--- config.mk ---
export PLATFORM = sky130hd
export DESIGN_NAME = instruction_predecoder
export DESIGN_NICKNAME = d
export VERILOG_FILES = /design/src/rtl/core/ipd_pkg.sv /design/src/rtl/core/ipd_match.sv /design/src/rtl/core/instruction_predecoder.sv
export SDC_FILE = /design/constraint.sdc
export NUM_CORES = 1
export LEC_CHECK = 0
export BUFFER_PORTS_ARGS = -buffer_cell sky130_fd_sc_hd__buf_4
export CAP_MARGIN = 10
export CORE_MARGIN = 1
export CORE_UTILIZATION = 40
export DETAILED_ROUTE_END_ITERATION = 8
export GPL_TIMING_DRIVEN = 0
export PLACE_DENSITY_LB_ADDON = 0.08
export RECOVER_POWER = 25
export SETUP_SLACK_MARGIN = 0.1
export SKIP_CTS_REPAIR_TIMING = 1
export SYNTH_ARGS = -nofsm -noshare
export SYNTH_HDL_FRONTEND = slang
export SYNTH_HIERARCHICAL = 1
export SYNTH_SLANG_ARGS = --single-unit
export TNS_END_PERCENT = 20
--- constraint.sdc ---
create_clock -name clk -period 15.7 [get_ports clk]
set_input_delay 4.71 -clock clk [delete_from_list [all_inputs] [get_ports clk]]
set_output_delay 4.71 -clock clk [all_outputs]
set_load 0.05 [all_outputs]
--- src/rtl/core/ipd_pkg.sv ---
// instruction predecoder package: opcode table, operand classes and match result type
package ipd_pkg;

    localparam int ENTRY_COUNT = 84;
    localparam int IDX_W       = $clog2(ENTRY_COUNT);
    localparam int WORD_W      = 16;

    typedef enum logic [2:0] {
        CLS_NONE    = 3'd0,
        CLS_TWO_OP  = 3'd1,
        CLS_REG_DST = 3'd2,
        CLS_SINGLE  = 3'd3,
        CLS_BRANCH  = 3'd4,
        CLS_SOB     = 3'd5,
        CLS_TRAP    = 3'd6,
        CLS_RTS     = 3'd7
    } cls_t;

    typedef struct packed {
        logic             matched;
        logic [IDX_W-1:0] index;
        cls_t             cls;
    } match_t;

    localparam logic [WORD_W-1:0] ENTRY_MATCH [ENTRY_COUNT] = '{
        16'o000241, 16'o000242, 16'o000244, 16'o000250,
        16'o000257, 16'o000261, 16'o000262, 16'o000264,
        16'o000270, 16'o000277, 16'o000240, 16'o000000,
        16'o000001, 16'o000002, 16'o000003, 16'o000004,
        16'o000005, 16'o000006, 16'o000007, 16'o000200,
        16'o000210, 16'o000220,
        16'o005000, 16'o105000, 16'o005100, 16'o105100,
        16'o005200, 16'o105200, 16'o005300, 16'o105300,
        16'o005400, 16'o105400, 16'o005500, 16'o105500,
        16'o005600, 16'o105600, 16'o005700, 16'o105700,
        16'o006000, 16'o106000, 16'o006100, 16'o106100,
        16'o006200, 16'o106200, 16'o006300, 16'o106300,
        16'o106400, 16'o106700, 16'o000300, 16'o000100,
        16'o000400, 16'o001000, 16'o001400, 16'o002000,
        16'o002400, 16'o003000, 16'o003400, 16'o100000,
        16'o100400, 16'o101000, 16'o101400, 16'o102000,
        16'o102400, 16'o103000, 16'o103000, 16'o103400,
        16'o103400, 16'o104000, 16'o104400,
        16'o077000, 16'o074000, 16'o004000,
        16'o010000, 16'o110000, 16'o020000, 16'o120000,
        16'o030000, 16'o130000, 16'o040000, 16'o140000,
        16'o050000, 16'o150000, 16'o060000, 16'o160000
    };

    localparam logic [WORD_W-1:0] ENTRY_MASK [ENTRY_COUNT] = '{
        16'o177777, 16'o177777, 16'o177777, 16'o177777,
        16'o177777, 16'o177777, 16'o177777, 16'o177777,
        16'o177777, 16'o177777, 16'o177777, 16'o177777,
        16'o177777, 16'o177777, 16'o177777, 16'o177777,
        16'o177777, 16'o177777, 16'o177777, 16'o177770,
        16'o177770, 16'o177770,
        16'o177700, 16'o177700, 16'o177700, 16'o177700,
        16'o177700, 16'o177700, 16'o177700, 16'o177700,
        16'o177700, 16'o177700, 16'o177700, 16'o177700,
        16'o177700, 16'o177700, 16'o177700, 16'o177700,
        16'o177700, 16'o177700, 16'o177700, 16'o177700,
        16'o177700, 16'o177700, 16'o177700, 16'o177700,
        16'o177700, 16'o177700, 16'o177700, 16'o177700,
        16'o177400, 16'o177400, 16'o177400, 16'o177400,
        16'o177400, 16'o177400, 16'o177400, 16'o177400,
        16'o177400, 16'o177400, 16'o177400, 16'o177400,
        16'o177400, 16'o177400, 16'o177400, 16'o177400,
        16'o177400, 16'o177400, 16'o177400,
        16'o177000, 16'o177000, 16'o177000,
        16'o170000, 16'o170000, 16'o170000, 16'o170000,
        16'o170000, 16'o170000, 16'o170000, 16'o170000,
        16'o170000, 16'o170000, 16'o170000, 16'o170000
    };

    function automatic cls_t class_of(input logic [IDX_W-1:0] idx);
        cls_t c;
        case (idx) inside
            [7'd0:7'd18]:  c = CLS_NONE;
            [7'd19:7'd21]: c = CLS_RTS;
            [7'd22:7'd49]: c = CLS_SINGLE;
            [7'd50:7'd66]: c = CLS_BRANCH;
            [7'd67:7'd68]: c = CLS_TRAP;
            7'd69:         c = CLS_SOB;
            [7'd70:7'd71]: c = CLS_REG_DST;
            [7'd72:7'd83]: c = CLS_TWO_OP;
            default:       c = CLS_NONE;
        endcase
        return c;
    endfunction

endpackage

--- src/rtl/core/ipd_match.sv ---
// opcode table match: first matching entry, its index and operand class
module ipd_match
    import ipd_pkg::*;
(
    input  logic [WORD_W-1:0] word,
    output match_t            result
);

    logic             hit;
    logic [IDX_W-1:0] idx;

    // scan from the top so the lowest matching index wins
    always_comb
    begin
        hit = 1'b0;
        idx = '0;
        for (int i = ENTRY_COUNT - 1; i >= 0; i--)
        begin
            if ((word & ENTRY_MASK[i]) == ENTRY_MATCH[i])
            begin
                hit = 1'b1;
                idx = IDX_W'(i);
            end
        end
    end

    always_comb
    begin
        result.matched = hit;
        result.index   = idx;
        result.cls     = hit ? class_of(idx) : CLS_NONE;
    end

endmodule

--- src/rtl/core/instruction_predecoder.sv ---
// instruction predecoder top level: input register, decode, result register
//
//  channel   handshake          fields
//  --------  -----------------  --------------------------------------------------
//  input     start / busy       instr_address, instr_word, ext_word_1, ext_word_2
//  result    done (strobe)      matched, table_index, operand_class, length_bytes,
//                               src/dst mode and reg, src_value, dst_value,
//                               branch_target
//
//  one beat per cycle in, one per cycle out; each start passes through the input
//  register, the decode and the result register before its result appears.
//  busy stays low: the receiver cannot stall, so nothing ever holds the input off.
//  reset clears the valid bits only; no result strobes until a start is taken.
module instruction_predecoder
    import ipd_pkg::*;
(
    input  logic              clk,
    input  logic              rst_n,
    input  logic              start,
    output logic              busy,
    input  logic [WORD_W-1:0] instr_address,
    input  logic [WORD_W-1:0] instr_word,
    input  logic [WORD_W-1:0] ext_word_1,
    input  logic [WORD_W-1:0] ext_word_2,
    output logic              done,
    output logic              matched,
    output logic [IDX_W-1:0]  table_index,
    output logic [2:0]        operand_class,
    output logic [2:0]        length_bytes,
    output logic [2:0]        src_mode,
    output logic [2:0]        src_reg,
    output logic [2:0]        dst_mode,
    output logic [2:0]        dst_reg,
    output logic [WORD_W-1:0] src_value,
    output logic [WORD_W-1:0] dst_value,
    output logic [WORD_W-1:0] branch_target
);

    function automatic logic uses_ext(input logic [2:0] mode, input logic [2:0] rn);
        return (mode >= 3'd6) || (((mode == 3'd2) || (mode == 3'd3)) && (rn == 3'd7));
    endfunction

    function automatic logic pc_rel(input logic [2:0] mode, input logic [2:0] rn);
        return (mode >= 3'd6) && (rn == 3'd7);
    endfunction

    logic              in_valid_reg;
    logic [WORD_W-1:0] addr_reg;
    logic [WORD_W-1:0] word_reg;
    logic [WORD_W-1:0] ext1_reg;
    logic [WORD_W-1:0] ext2_reg;

    match_t            mres;
    logic              src_ext;
    logic              dst_ext;
    logic [WORD_W-1:0] loc1;
    logic [WORD_W-1:0] loc2;
    logic [WORD_W-1:0] loc3;
    logic [WORD_W-1:0] dst_word;
    logic [WORD_W-1:0] dst_loc;
    logic [WORD_W-1:0] br_off;
    logic [WORD_W-1:0] sob_off;

    logic              done_reg;
    logic              matched_reg;
    logic [IDX_W-1:0]  index_reg;
    logic [2:0]        class_reg;
    logic [2:0]        length_reg;
    logic [2:0]        src_mode_reg;
    logic [2:0]        src_reg_reg;
    logic [2:0]        dst_mode_reg;
    logic [2:0]        dst_reg_reg;
    logic [WORD_W-1:0] src_value_reg;
    logic [WORD_W-1:0] dst_value_reg;
    logic [WORD_W-1:0] target_reg;

    logic [2:0]        length_next;
    logic [WORD_W-1:0] src_value_next;
    logic [WORD_W-1:0] dst_value_next;
    logic [WORD_W-1:0] target_next;

    assign busy = 1'b0;

    // input beat
    always_ff @(posedge clk or negedge rst_n)
    begin
        if (!rst_n)
        begin
            in_valid_reg <= 1'b0;
        end
        else
        begin
            in_valid_reg <= start;
        end
    end

    always_ff @(posedge clk)
    begin
        if (start)
        begin
            addr_reg <= instr_address;
            word_reg <= instr_word;
            ext1_reg <= ext_word_1;
            ext2_reg <= ext_word_2;
        end
    end

    ipd_match u_match
    (
        .word   (word_reg),
        .result (mres)
    );

    always_comb
    begin
        src_ext  = (mres.cls == CLS_TWO_OP) && uses_ext(word_reg[11:9], word_reg[8:6]);
        dst_ext  = ((mres.cls == CLS_TWO_OP) || (mres.cls == CLS_REG_DST)
                    || (mres.cls == CLS_SINGLE)) && uses_ext(word_reg[5:3], word_reg[2:0]);
        loc1     = addr_reg + 16'd2;
        loc2     = addr_reg + 16'd4;
        loc3     = addr_reg + 16'd6;
        dst_word = src_ext ? ext2_reg : ext1_reg;
        dst_loc  = src_ext ? loc3 : loc2;
        br_off   = {{7{word_reg[7]}}, word_reg[7:0], 1'b0};
        sob_off  = {9'd0, word_reg[5:0], 1'b0};

        length_next = 3'd2 + (src_ext ? 3'd2 : 3'd0) + (dst_ext ? 3'd2 : 3'd0);

        src_value_next = '0;
        if (src_ext)
        begin
            src_value_next = pc_rel(word_reg[11:9], word_reg[8:6]) ? ext1_reg + loc2
                                                                   : ext1_reg;
        end

        dst_value_next = '0;
        if (dst_ext)
        begin
            dst_value_next = pc_rel(word_reg[5:3], word_reg[2:0]) ? dst_word + dst_loc
                                                                  : dst_word;
        end

        case (mres.cls)
            CLS_BRANCH: target_next = loc1 + br_off;
            CLS_SOB:    target_next = loc1 - sob_off;
            default:    target_next = '0;
        endcase
    end

    // result beat
    always_ff @(posedge clk or negedge rst_n)
    begin
        if (!rst_n)
        begin
            done_reg <= 1'b0;
        end
        else
        begin
            done_reg <= in_valid_reg;
        end
    end

    always_ff @(posedge clk)
    begin
        if (in_valid_reg)
        begin
            matched_reg   <= mres.matched;
            index_reg     <= mres.index;
            class_reg     <= mres.cls;
            length_reg    <= length_next;
            src_mode_reg  <= word_reg[11:9];
            src_reg_reg   <= word_reg[8:6];
            dst_mode_reg  <= word_reg[5:3];
            dst_reg_reg   <= word_reg[2:0];
            src_value_reg <= src_value_next;
            dst_value_reg <= dst_value_next;
            target_reg    <= target_next;
        end
    end

    assign done          = done_reg;
    assign matched       = matched_reg;
    assign table_index   = index_reg;
    assign operand_class = class_reg;
    assign length_bytes  = length_reg;
    assign src_mode      = src_mode_reg;
    assign src_reg       = src_reg_reg;
    assign dst_mode      = dst_mode_reg;
    assign dst_reg       = dst_reg_reg;
    assign src_value     = src_value_reg;
    assign dst_value     = dst_value_reg;
    assign branch_target = target_reg;

endmodule
==> results of run 1 <==
==> layer usage <==
metal  share of wire  vias up  global-route usage
met1            0.48     3491               0.320
met2            0.44      250               0.326
met3           0.063       31              0.0428
met5               0        -                   0
li1                -     3660                   -
met4           0.020        0              0.0652
==> critical path, cell delays in order (launching register included) <==
cell and delay [ns]:
edfxtp_1 0.63, buf_2 0.30, and2_4 0.17, a21oi_1 0.15, a211oi_1 0.09, a2111oi_2 0.37
nand4_2 0.19, o21a_2 0.27, or4b_1 0.65, nand4bb_4 0.36, nor2_4 0.21, buf_4 0.24
clkbuf_1 0.47, a21boi_0 0.26, ha_1 0.37, nor2b_1 0.17, o31ai_1 0.26, a21oi_1 0.19
a2111oi_2 0.43, o21bai_1 0.17, a2111o_1 0.43, a31oi_1 0.18, xnor2_1 0.14, nand2_1 0.07
a21oi_1 0.17
==> per-stage QoR <==
step	area [sq um]	utilization
6_report	11200	0.495
4_1_cts	11200	0.497
3_5_place_dp	10700	0.471
5_1_grt	11200	0.495
2_1_floorplan	9240	-
3_3_place_gp	10600	0.470
==> power groups by stage <==
stage          clock network, mW  registers (mW)  logic, mW
2_1_floorplan                  0           0.548      0.237
3_3_place_gp                   0           0.486      0.414
3_5_place_dp                   0           0.484      0.416
4_1_cts                    0.411           0.476      0.419
5_1_grt                    0.428           0.480      0.456
6_report                   0.404           0.476      0.419
==> layout by cell type (no fill, tap or decap), types with 14 or more instances in the layout <==
master and count:
buf_4 147, inv_1 31, buf_2 14, and3_1 15
xor2_1 46, a21oi_1 63, clkbuf_16 17, xnor2_1 47
edfxtp_1 137, clkbuf_1 28, o21ai_1 17, ha_1 49
nand2_1 114, nor2_1 75, nand3_1 29, o21ai_0 22
nor3_1 24
==> layout make-up <==
cell class              count  area, sq um  area share
clock buffers              18          429      0.0383
plain buffers              53          250      0.0223
well taps                 285          357      0.0318
repair buffers            141         1050      0.0940
inverters                  32          120      0.0107
clock inverters            14          148      0.0132
flip-flops and latches    139         4160       0.371
multi-input cells         694         4700       0.419
==> logic make-up after synthesis <==
group	after synthesis	share of synthesized area
XOR/XNOR	100	0.102
flip-flops	139	0.451
adder cells (fa/ha/maj)	52	0.0729
multiplexers	4	0.00434
AND/OR/NAND/NOR	337	0.182
AO/OA/AOI/OAI	199	0.147
other	1	0.000406
buffers and inverters	85	0.0401
==> how the worst min path moves through the flow <==
stage | start | to | slack [ns] | depth (start not counted)
final | word_reg[9]$_DFFE_PP_ | src_mode[0]$_DFFE_PP_ | 0.49 | 0
after global routing | word_reg[2]$_DFFE_PP_ | dst_reg[2]$_DFFE_PP_ | 0.50 | 0
after CTS | word_reg[9]$_DFFE_PP_ | src_mode[0]$_DFFE_PP_ | 0.49 | 0
after detailed placement | word_reg[9]$_DFFE_PP_ | src_mode[0]$_DFFE_PP_ | 0.48 | 0
after global placement | word_reg[9]$_DFFE_PP_ | src_mode[0]$_DFFE_PP_ | 0.48 | 0
after floorplan | word_reg[2]$_DFFE_PP_ | dst_reg[2]$_DFFE_PP_ | 0.45 | 0
==> results.py, run 1 <==
metrics = {
    "route": {
        "wl_per_cell_um": 18.4,
        "drt-vias-per-instance": 5.40,
        "drtIter0Drc": 489,
        "drtPass1Iterations": 5,
        "antenna_left": 0,
        "vias": 7432,
        "drcViolationCount": 0,
        "wirelength_mm": 25.3,
    },
    "sta": {
        "period_needed_ns": 7.07,
        "slew_violations": 77,
        "tns_ns": 0,
        "worst_pin_slew_ns": 2.06,
        "timing.hold.ws_ns": 0.491,
        "rsz0062_at_grt": "false",
        "fin_skew_ns": 0.0164,
        "slew_headroom": -0.373,
        "fmax_mhz": 141,
        "finalCritPeriodShare": 0.450,
        "setup_slack_ns": 8.63,
        "finalHoldViolations": 0,
        "setup_viol": 0,
    },
    "floorplanning": {
        "fp-row-count": 55,
        "coreArea_sq_um": 22600,
        "die_w_um": 154,
        "fp.dieH_um": 154,
        "io_pins": 143,
        "initial_core_util": 0.408,
        "fp.dieArea_sq_um": 23700,
    },
    "global_route": {
        "track_usage": 0.219,
        "antenna_found_initial": 0,
        "grt_pass1_wl_mm": 39.3,
        "grt_pass1_vias": 6849,
        "grt_max_degree": 66,
        "grt_overflow": 0,
    },
    "worst_setup_path": {
        "cp-endpoint": "dst_value[14]$_SDFFCE_PN0P_",
        "startpoint_type": "register",
        "critPathRequiredTime_ns": 15.97,
        "r2r_end": "dst_value[14]$_SDFFCE_PN0P_",
        "ff2ff_path_depth": 24,
        "critical_path_arrival_ns": 7.34,
        "end_kind": "register",
        "crit_path_max_fanout": 12,
        "timing.rr.start": "word_reg[6]$_DFFE_PP_",
        "r2r_slack_ns": 8.63,
        "critical_path_class": "register to register",
        "cp-startpoint": "word_reg[6]$_DFFE_PP_",
    },
    "cts": {
        "cts_buffers": 17,
        "cts_htree_levels": 4,
        "clk_latency_ns": 0.43,
        "cts_root_buf": "clkbuf_16",
        "cts_sinks": 139,
        "cts_buffer_depth": 2,
        "cts_tree": "yes",
        "clk_transition_reported_paths_ns": 0.06,
    },
    "power": {
        "leakage_nw": 4.49,
        "power.switching_mw": 0.457,
        "finalPower_mw": 1.30,
        "power_density_nw_per_um2": 116,
        "p_comb_frac": 0.322,
        "internal-power_mw": 0.842,
        "ir_worst_vdd_mv": 0.0661,
        "pwr-share-clk": 0.311,
        "p_seq_frac": 0.367,
        "netSwitchingFraction": 0.352,
    },
    "yosys": {
        "syn-cell-area_sq_um": 9230,
        "ys.flop_type": "edfxtp_1",
        "synth_edf_count": 137,
        "synth_top_area_share": 0.446,
        "synth_cells": 917,
        "postSynth.asyncResetShare": 0.0144,
        "synth_most_common_cell": "edfxtp_1",
        "synth_area_leaders": "edfxtp_1, ha_1, nand2_1",
        "synth_seq_area_share": 0.451,
        "avgSynthCellArea_sq_um": 10.1,
        "yosys.area.top_type": "edfxtp_1",
        "synth-seq-cells": 139,
        "synthTopCellsByCount": "edfxtp_1, nand2_1, nor2_1, a21oi_1, ha_1",
        "ys_types": 93,
        "ys_warn_count": 6,
    },
    "placed_design": {
        "globalplace.congestion": 0.885,
        "dp_cells": 1344,
        "post-dp-hpwl_mm": 19.1,
        "place_ws_ns": 8.71,
        "io_buffers": 140,
    },
    "final_layout": {
        "instances_no_fill": 1376,
        "antenna_cells": 0,
        "synthToLayoutAreaGrowth_pct": 21.5,
        "fillCellCount": 2091,
        "final_layout_size_suffix_gt1_frac": 0.208,
        "final_nets": 1197,
    },
    "outcome": {
        "violations": "max-capacitance violations, max-slew violations",
        "outcome": "finished, violations left",
    },
    "flow_run": {
        "maxCapViolations": 2,
    },
    "min_path": {
        "min_path_type": "register to register",
    },
}
(Power assumes the default switching activity.)
==> run 2, diff against run 1 <==
Clock period 15.7 ns to 6.8 ns, I/O delays scaled along.
==> run 2 against run 1 <==
Compared with the run above: the flow still finishes with violations (max-capacitance violations, max-slew violations); die area is the same; hold slack gained 0.0077 ns; register-to-register slack lost 8.2 ns; utilization grew 0.77 points; final cell count grew 1.4%; global-route usage is the same; cell area grew 1.6%; count of clock-buffer cells in the layout is the same; power grew 130%; maximum frequency grew 11%; routed wire length grew 1.2%; critical endpoint unchanged; largest cell class unchanged.
==> results.py, run 2 (synthesis results as in run 1) <==
metrics = {
    "outcome": {
        "outcome": "finished, violations left",
        "violations": "max-capacitance violations, max-slew violations",
    },
    "global_route": {
        "grt_pass1_vias": 6849,
        "antenna_found_initial": 0,
        "grt_overflow": 0,
        "track_usage": 0.219,
        "grt_max_degree": 66,
        "grt_pass1_wl_mm": 39.3,
    },
    "power": {
        "power_density_nw_per_um2": 265,
        "leakage_nw": 4.59,
        "finalPower_mw": 3.02,
        "ir_worst_vdd_mv": 0.156,
    },
    "cts": {
        "cts_buffer_depth": 2,
        "cts_sinks": 139,
        "cts_root_buf": "clkbuf_16",
        "clk_transition_reported_paths_ns": 0.06,
        "cts_htree_levels": 4,
        "clk_latency_ns": 0.43,
        "cts_tree": "yes",
        "cts_buffers": 17,
    },
    "sta": {
        "finalCritPeriodShare": 0.935,
        "worst_pin_slew_ns": 2.08,
        "setup_slack_ns": 0.439,
        "slew_headroom": -0.387,
        "fin_skew_ns": 0.0158,
        "rsz0062_at_grt": "false",
        "slew_violations": 77,
        "period_needed_ns": 6.36,
        "fmax_mhz": 157,
        "timing.hold.ws_ns": 0.499,
        "setup_viol": 0,
        "finalHoldViolations": 0,
    },
    "worst_setup_path": {
        "critPathRequiredTime_ns": 6.96,
        "r2r_end": "dst_value[14]$_SDFFCE_PN0P_",
        "cpPeakStageDelay_ns": 0.57,
        "cp_slowest_cell": "or4b_4",
        "cp-endpoint": "dst_value[14]$_SDFFCE_PN0P_",
        "timing.rr.start": "word_reg[2]$_DFFE_PP_",
        "critical_path_class": "register to register",
        "critPathTopFamily": "compound AO/OA/AOI/OAI gates",
        "critPathBufInv": 4,
        "startpoint_type": "register",
        "end_kind": "register",
        "r2r_slack_ns": 0.44,
        "cpMostUsedCell": "nand2_1",
        "crit_path_max_fanout": 10,
        "cp-startpoint": "word_reg[2]$_DFFE_PP_",
        "critical_path_arrival_ns": 6.52,
        "cp.depth": 27,
        "ff2ff_path_depth": 27,
    },
    "route": {
        "drt-vias-per-instance": 5.38,
        "drtPass1Iterations": 5,
        "wirelength_mm": 25.6,
        "vias": 7502,
        "antenna_left": 0,
        "wl_per_cell_um": 18.3,
        "drcViolationCount": 0,
        "drtIter0Drc": 491,
    },
    "placed_design": {
        "place_ws_ns": -0.189,
        "dpl_cell_area_sq_um": 10700,
        "post-dp-hpwl_mm": 19.1,
        "dp_cells": 1344,
        "io_buffers": 140,
        "globalplace.congestion": 0.885,
    },
    "final_layout": {
        "antenna_cells": 0,
        "final_layout_size_suffix_gt1_frac": 0.231,
        "final_common_cell": "buf_4",
        "final_nets": 1216,
        "final_cell_mix": "buf_4, edfxtp_1, nand2_1",
        "synthToLayoutAreaGrowth_pct": 23.4,
        "instances_no_fill": 1395,
        "stdcell_area_sq_um": 11400,
    },
    "floorplanning": {
        "die_w_um": 154,
        "initial_core_util": 0.408,
        "fp.dieArea_sq_um": 23700,
        "fp.dieH_um": 154,
        "io_pins": 143,
        "coreArea_sq_um": 22600,
        "fp-row-count": 55,
    },
    "flow_run": {
        "maxCapViolations": 2,
    },
    "min_path": {
        "min_path_type": "register to register",
    },
}
-- run 2: cell count changes in the layout (fill, tap and decap cells not counted), sizes merged --
cell	previous run	this run
buf	167	183
clkbuf	45	48
-- run 2: through the flow --
stage / setup TNS (ns) / utilization
4_1_cts: -0.676 / 0.497
3_3_place_gp: -0.445 / 0.470
5_1_grt: 0 / 0.503
2_1_floorplan: 0 / -
3_5_place_dp: -0.474 / 0.471
6_report: 0 / 0.503
-- run 2: how the worst min path moves through the flow --
stage	slack, ns	to	depth (start not counted)	from
3_5_place_dp	0.48	src_mode[0]$_DFFE_PP_	0	word_reg[9]$_DFFE_PP_
5_1_grt	0.50	dst_reg[2]$_DFFE_PP_	0	word_reg[2]$_DFFE_PP_
6_report	0.50	src_mode[0]$_DFFE_PP_	0	word_reg[9]$_DFFE_PP_
4_1_cts	0.49	src_mode[0]$_DFFE_PP_	0	word_reg[9]$_DFFE_PP_
3_3_place_gp	0.48	src_mode[0]$_DFFE_PP_	0	word_reg[9]$_DFFE_PP_
2_1_floorplan	0.45	dst_reg[2]$_DFFE_PP_	0	word_reg[2]$_DFFE_PP_
-- run 2: report_power, final --
| part | switching, mW | internal (mW) | total (mW) |
|---|---|---|---|
| Clock | 0.392 | 0.542 | 0.934 |
| Sequential | 0.0541 | 1.04 | 1.09 |
| Combinational | 0.615 | 0.375 | 0.991 |
-- run 2: routing by layer --
layer  GRT usage  share of wire  up-vias
met1       0.320           0.48     3510
met2       0.326           0.44      253
met3      0.0428          0.061       36
met5           0              0        -
met4      0.0652          0.022        0
li1            -              -     3703
-- run 2: layout make-up --
| type | count | area, sq um |
|---|---|---|
| clock inverter | 14 | 148 |
| fill | 2082 | 11200 |
| tap | 285 | 357 |
| multi-input combinational | 694 | 4720 |
| timing repair buffer | 161 | 1190 |
| buffer | 52 | 259 |
| inverter | 32 | 120 |
| clock buffer | 18 | 429 |
| sequential | 139 | 4160 |
==> run 3, diff against run 2 <==
Settings changed: SYNTH_HIERARCHICAL 1 to default.
==> run 3 against run 2 <==
Compared with the run above: the run still ends with max-capacitance violations, max-slew violations left; worst setup slack gained 0.66 ns; hold slack worse by 0.040 ns; largest power group unchanged; flip-flop and latch count unchanged; largest cell class unchanged; routed wire length is 9.6% higher; critical endpoint is now dst_value[13]$_SDFFCE_PN0P_.
==> results.py, run 3 <==
metrics = {
    "worst_setup_path": {
        "cpPeakStageDelay_ns": 0.71,
        "critical_path_class": "register to register",
        "r2r_end": "dst_value[13]$_SDFFCE_PN0P_",
        "critical_path_arrival_ns": 5.96,
        "startpoint_type": "register",
        "cpMostUsedCell": "o21ai_0",
        "critPathTopFamily": "compound AO/OA/AOI/OAI gates",
        "timing.rr.start": "word_reg[14]$_DFFE_PP_",
        "r2r_slack_ns": 1.10,
        "critPathRequiredTime_ns": 7.06,
        "end_kind": "register",
        "critPathBufInv": 3,
        "ff2ff_path_depth": 16,
        "cp_slowest_cell": "nor3_1",
        "crit_path_max_fanout": 10,
        "crit_chain": "nor3_1 > clkbuf_1 > a211oi_1 > clkbuf_1 > buf_1 > o21ai_0 > ha_1 > a211oi_1 > o21ai_0 > a31oi_1 > nor2b_1 > a221oi_2 > o21ai_0 > o21ai_0 > a21oi_1 > nor4bb_2",
    },
    "cts": {
        "cts_htree_levels": 4,
        "clk_transition_reported_paths_ns": 0.07,
        "cts_tree": "yes",
        "cts_sinks": 139,
        "clk_latency_ns": 0.43,
        "cts_root_buf": "clkbuf_16",
        "cts_buffers": 17,
        "cts_buffer_depth": 2,
    },
    "yosys": {
        "synth-seq-cells": 139,
        "postSynth.asyncResetShare": 0.0144,
        "synth_top_area_share": 0.435,
        "synth_area_leaders": "edfxtp_1, ha_1, xnor2_1",
        "synth_seq_area_share": 0.441,
        "synth_cells": 968,
        "synth_most_common_cell": "edfxtp_1",
        "ys_types": 84,
        "ys.flop_type": "edfxtp_1",
        "synth_edf_count": 137,
        "synthTopCellsByCount": "edfxtp_1, nand2_1, nor2_1, a21oi_1",
        "yosys.area.top_type": "edfxtp_1",
        "avgSynthCellArea_sq_um": 9.76,
        "ys_warn_count": 0,
        "syn-cell-area_sq_um": 9450,
    },
    "floorplanning": {
        "die_w_um": 156,
        "fp.dieArea_sq_um": 24200,
        "initial_core_util": 0.412,
        "fp.dieH_um": 156,
        "io_pins": 143,
        "fp-row-count": 55,
        "coreArea_sq_um": 22900,
    },
    "route": {
        "wl_met3_mm": 1.82,
        "drcViolationCount": 0,
        "highest_layer": "met4",
        "vias": 7927,
        "antenna_left": 0,
        "drt-vias-per-instance": 5.44,
        "wirelength_mm": 28.0,
        "wl_per_cell_um": 19.3,
        "drtIter0Drc": 680,
        "drtPass1Iterations": 5,
        "wirelength_met1_mm": 13.4,
        "route.met2.wl_mm": 12.4,
    },
    "final_layout": {
        "synthToLayoutAreaGrowth_pct": 21.2,
        "final_util": 0.500,
        "final_layout_size_suffix_gt1_frac": 0.198,
        "final_common_cell": "buf_4",
        "final_nets": 1251,
        "instances_no_fill": 1456,
        "final_cell_mix": "buf_4, edfxtp_1, nand2_1",
        "fillCellCount": 2168,
        "stdcell_area_sq_um": 11500,
    },
    "placed_design": {
        "place_ws_ns": 1.15,
        "dpl_cell_area_sq_um": 10900,
        "dp_cells": 1423,
        "io_buffers": 140,
        "globalplace.congestion": 0.936,
        "post-dp-hpwl_mm": 21.4,
    },
    "outcome": {
        "violations": "max-capacitance violations, max-slew violations",
        "outcome": "finished, violations left",
    },
    "sta": {
        "finalHoldViolations": 0,
        "period_needed_ns": 5.70,
        "setup_viol": 0,
        "worst_pin_slew_ns": 2.50,
        "setup_slack_ns": 1.10,
        "finalCritPeriodShare": 0.838,
        "fin_skew_ns": 0.00784,
        "slew_headroom": -0.664,
        "fmax_mhz": 176,
        "tns_ns": 0,
        "rsz0062_at_grt": "false",
        "slew_violations": 45,
    },
    "power": {
        "ir_worst_vdd_mv": 0.157,
        "power_density_nw_per_um2": 260,
        "leakage_nw": 4.44,
    },
    "global_route": {
        "grt_max_degree": 66,
        "grt_pass1_wl_mm": 43.0,
        "track_usage": 0.237,
        "grt_pass1_vias": 7438,
        "antenna_found_initial": 1,
        "grt_overflow": 0,
    },
    "min_path": {
        "holdPathEnd": "src_reg[1]$_DFFE_PP_",
        "min_path_type": "register to register",
        "whs_path_depth": 0,
        "hp-start": "word_reg[7]$_DFFE_PP_",
    },
    "flow_run": {
        "maxCapViolations": 1,
    },
}
## run 3: changes by cell type in the layout (fill, tap and decap cells not counted), sizes merged, moves of 9 or more
cell / previous run / this run
and2: 6 / 23
nand3: 29 / 42
nand2b: 6 / 15
nor2: 77 / 66
xor2: 47 / 28
buf: 183 / 159
or2: 5 / 15
## run 3: how the worst max path moves through the flow
stage                                 startpoint  depth (start not counted)                           to  slack (ns)
after floorplan           word_reg[10]$_DFFE_PP_                         18  dst_value[14]$_SDFFCE_PN0P_        2.43
after global placement    word_reg[11]$_DFFE_PP_                         18  dst_value[14]$_SDFFCE_PN0P_        1.13
after CTS                 word_reg[11]$_DFFE_PP_                         18  dst_value[14]$_SDFFCE_PN0P_        1.10
after global routing      word_reg[11]$_DFFE_PP_                         18  dst_value[14]$_SDFFCE_PN0P_        0.67
after detailed placement  word_reg[11]$_DFFE_PP_                         18  dst_value[14]$_SDFFCE_PN0P_        1.15
final                     word_reg[14]$_DFFE_PP_                         16  dst_value[13]$_SDFFCE_PN0P_        1.10
## run 3: stage by stage
step | power [mW] | hold slack, ns
final | 2.97 | 0.458
after detailed placement | 2.08 | 0.437
after global routing | 3.12 | 0.482
after floorplan | 1.80 | 0.421
after CTS | 2.99 | 0.465
after global placement | 2.08 | 0.439
## run 3: power breakdown
group	total (mW)	switching [mW]	internal [mW]
combinational	0.976	0.622	0.354
clock	0.904	0.425	0.479
sequential	1.09	0.0498	1.04
total	2.97	1.10	1.88
## run 3: cells by family after synthesis
kind of cell             count (synthesis)  synth area share
other                                    1          0.000397
flip-flops                             139             0.441
multiplexers                             5           0.00530
buffers and inverters                   89            0.0404
adder cells (fa/ha/maj)                 57            0.0773
AND/OR/NAND/NOR                        386             0.210
XOR/XNOR                                80            0.0741
AO/OA/AOI/OAI                          211             0.152
## run 3: final cells by class
type | instances | area (sq um) | area share
diodes | 1 | 2.50 | 0.000218
flip-flops and latches | 139 | 4160 | 0.364
repair buffers | 141 | 1050 | 0.0918
plain buffers | 57 | 262 | 0.0228
clock inverters | 15 | 130 | 0.0114
well taps | 313 | 392 | 0.0342
inverters | 32 | 120 | 0.0105
clock buffers | 17 | 425 | 0.0371
multi-input cells | 741 | 4910 | 0.429
## run 3: routing by layer
layer  vias to the layer above  track usage
met5                         -            0
li1                       3876            -
met1                      3757        0.341
met4                         0       0.0640
met3                        34       0.0514
met2                       260        0.358
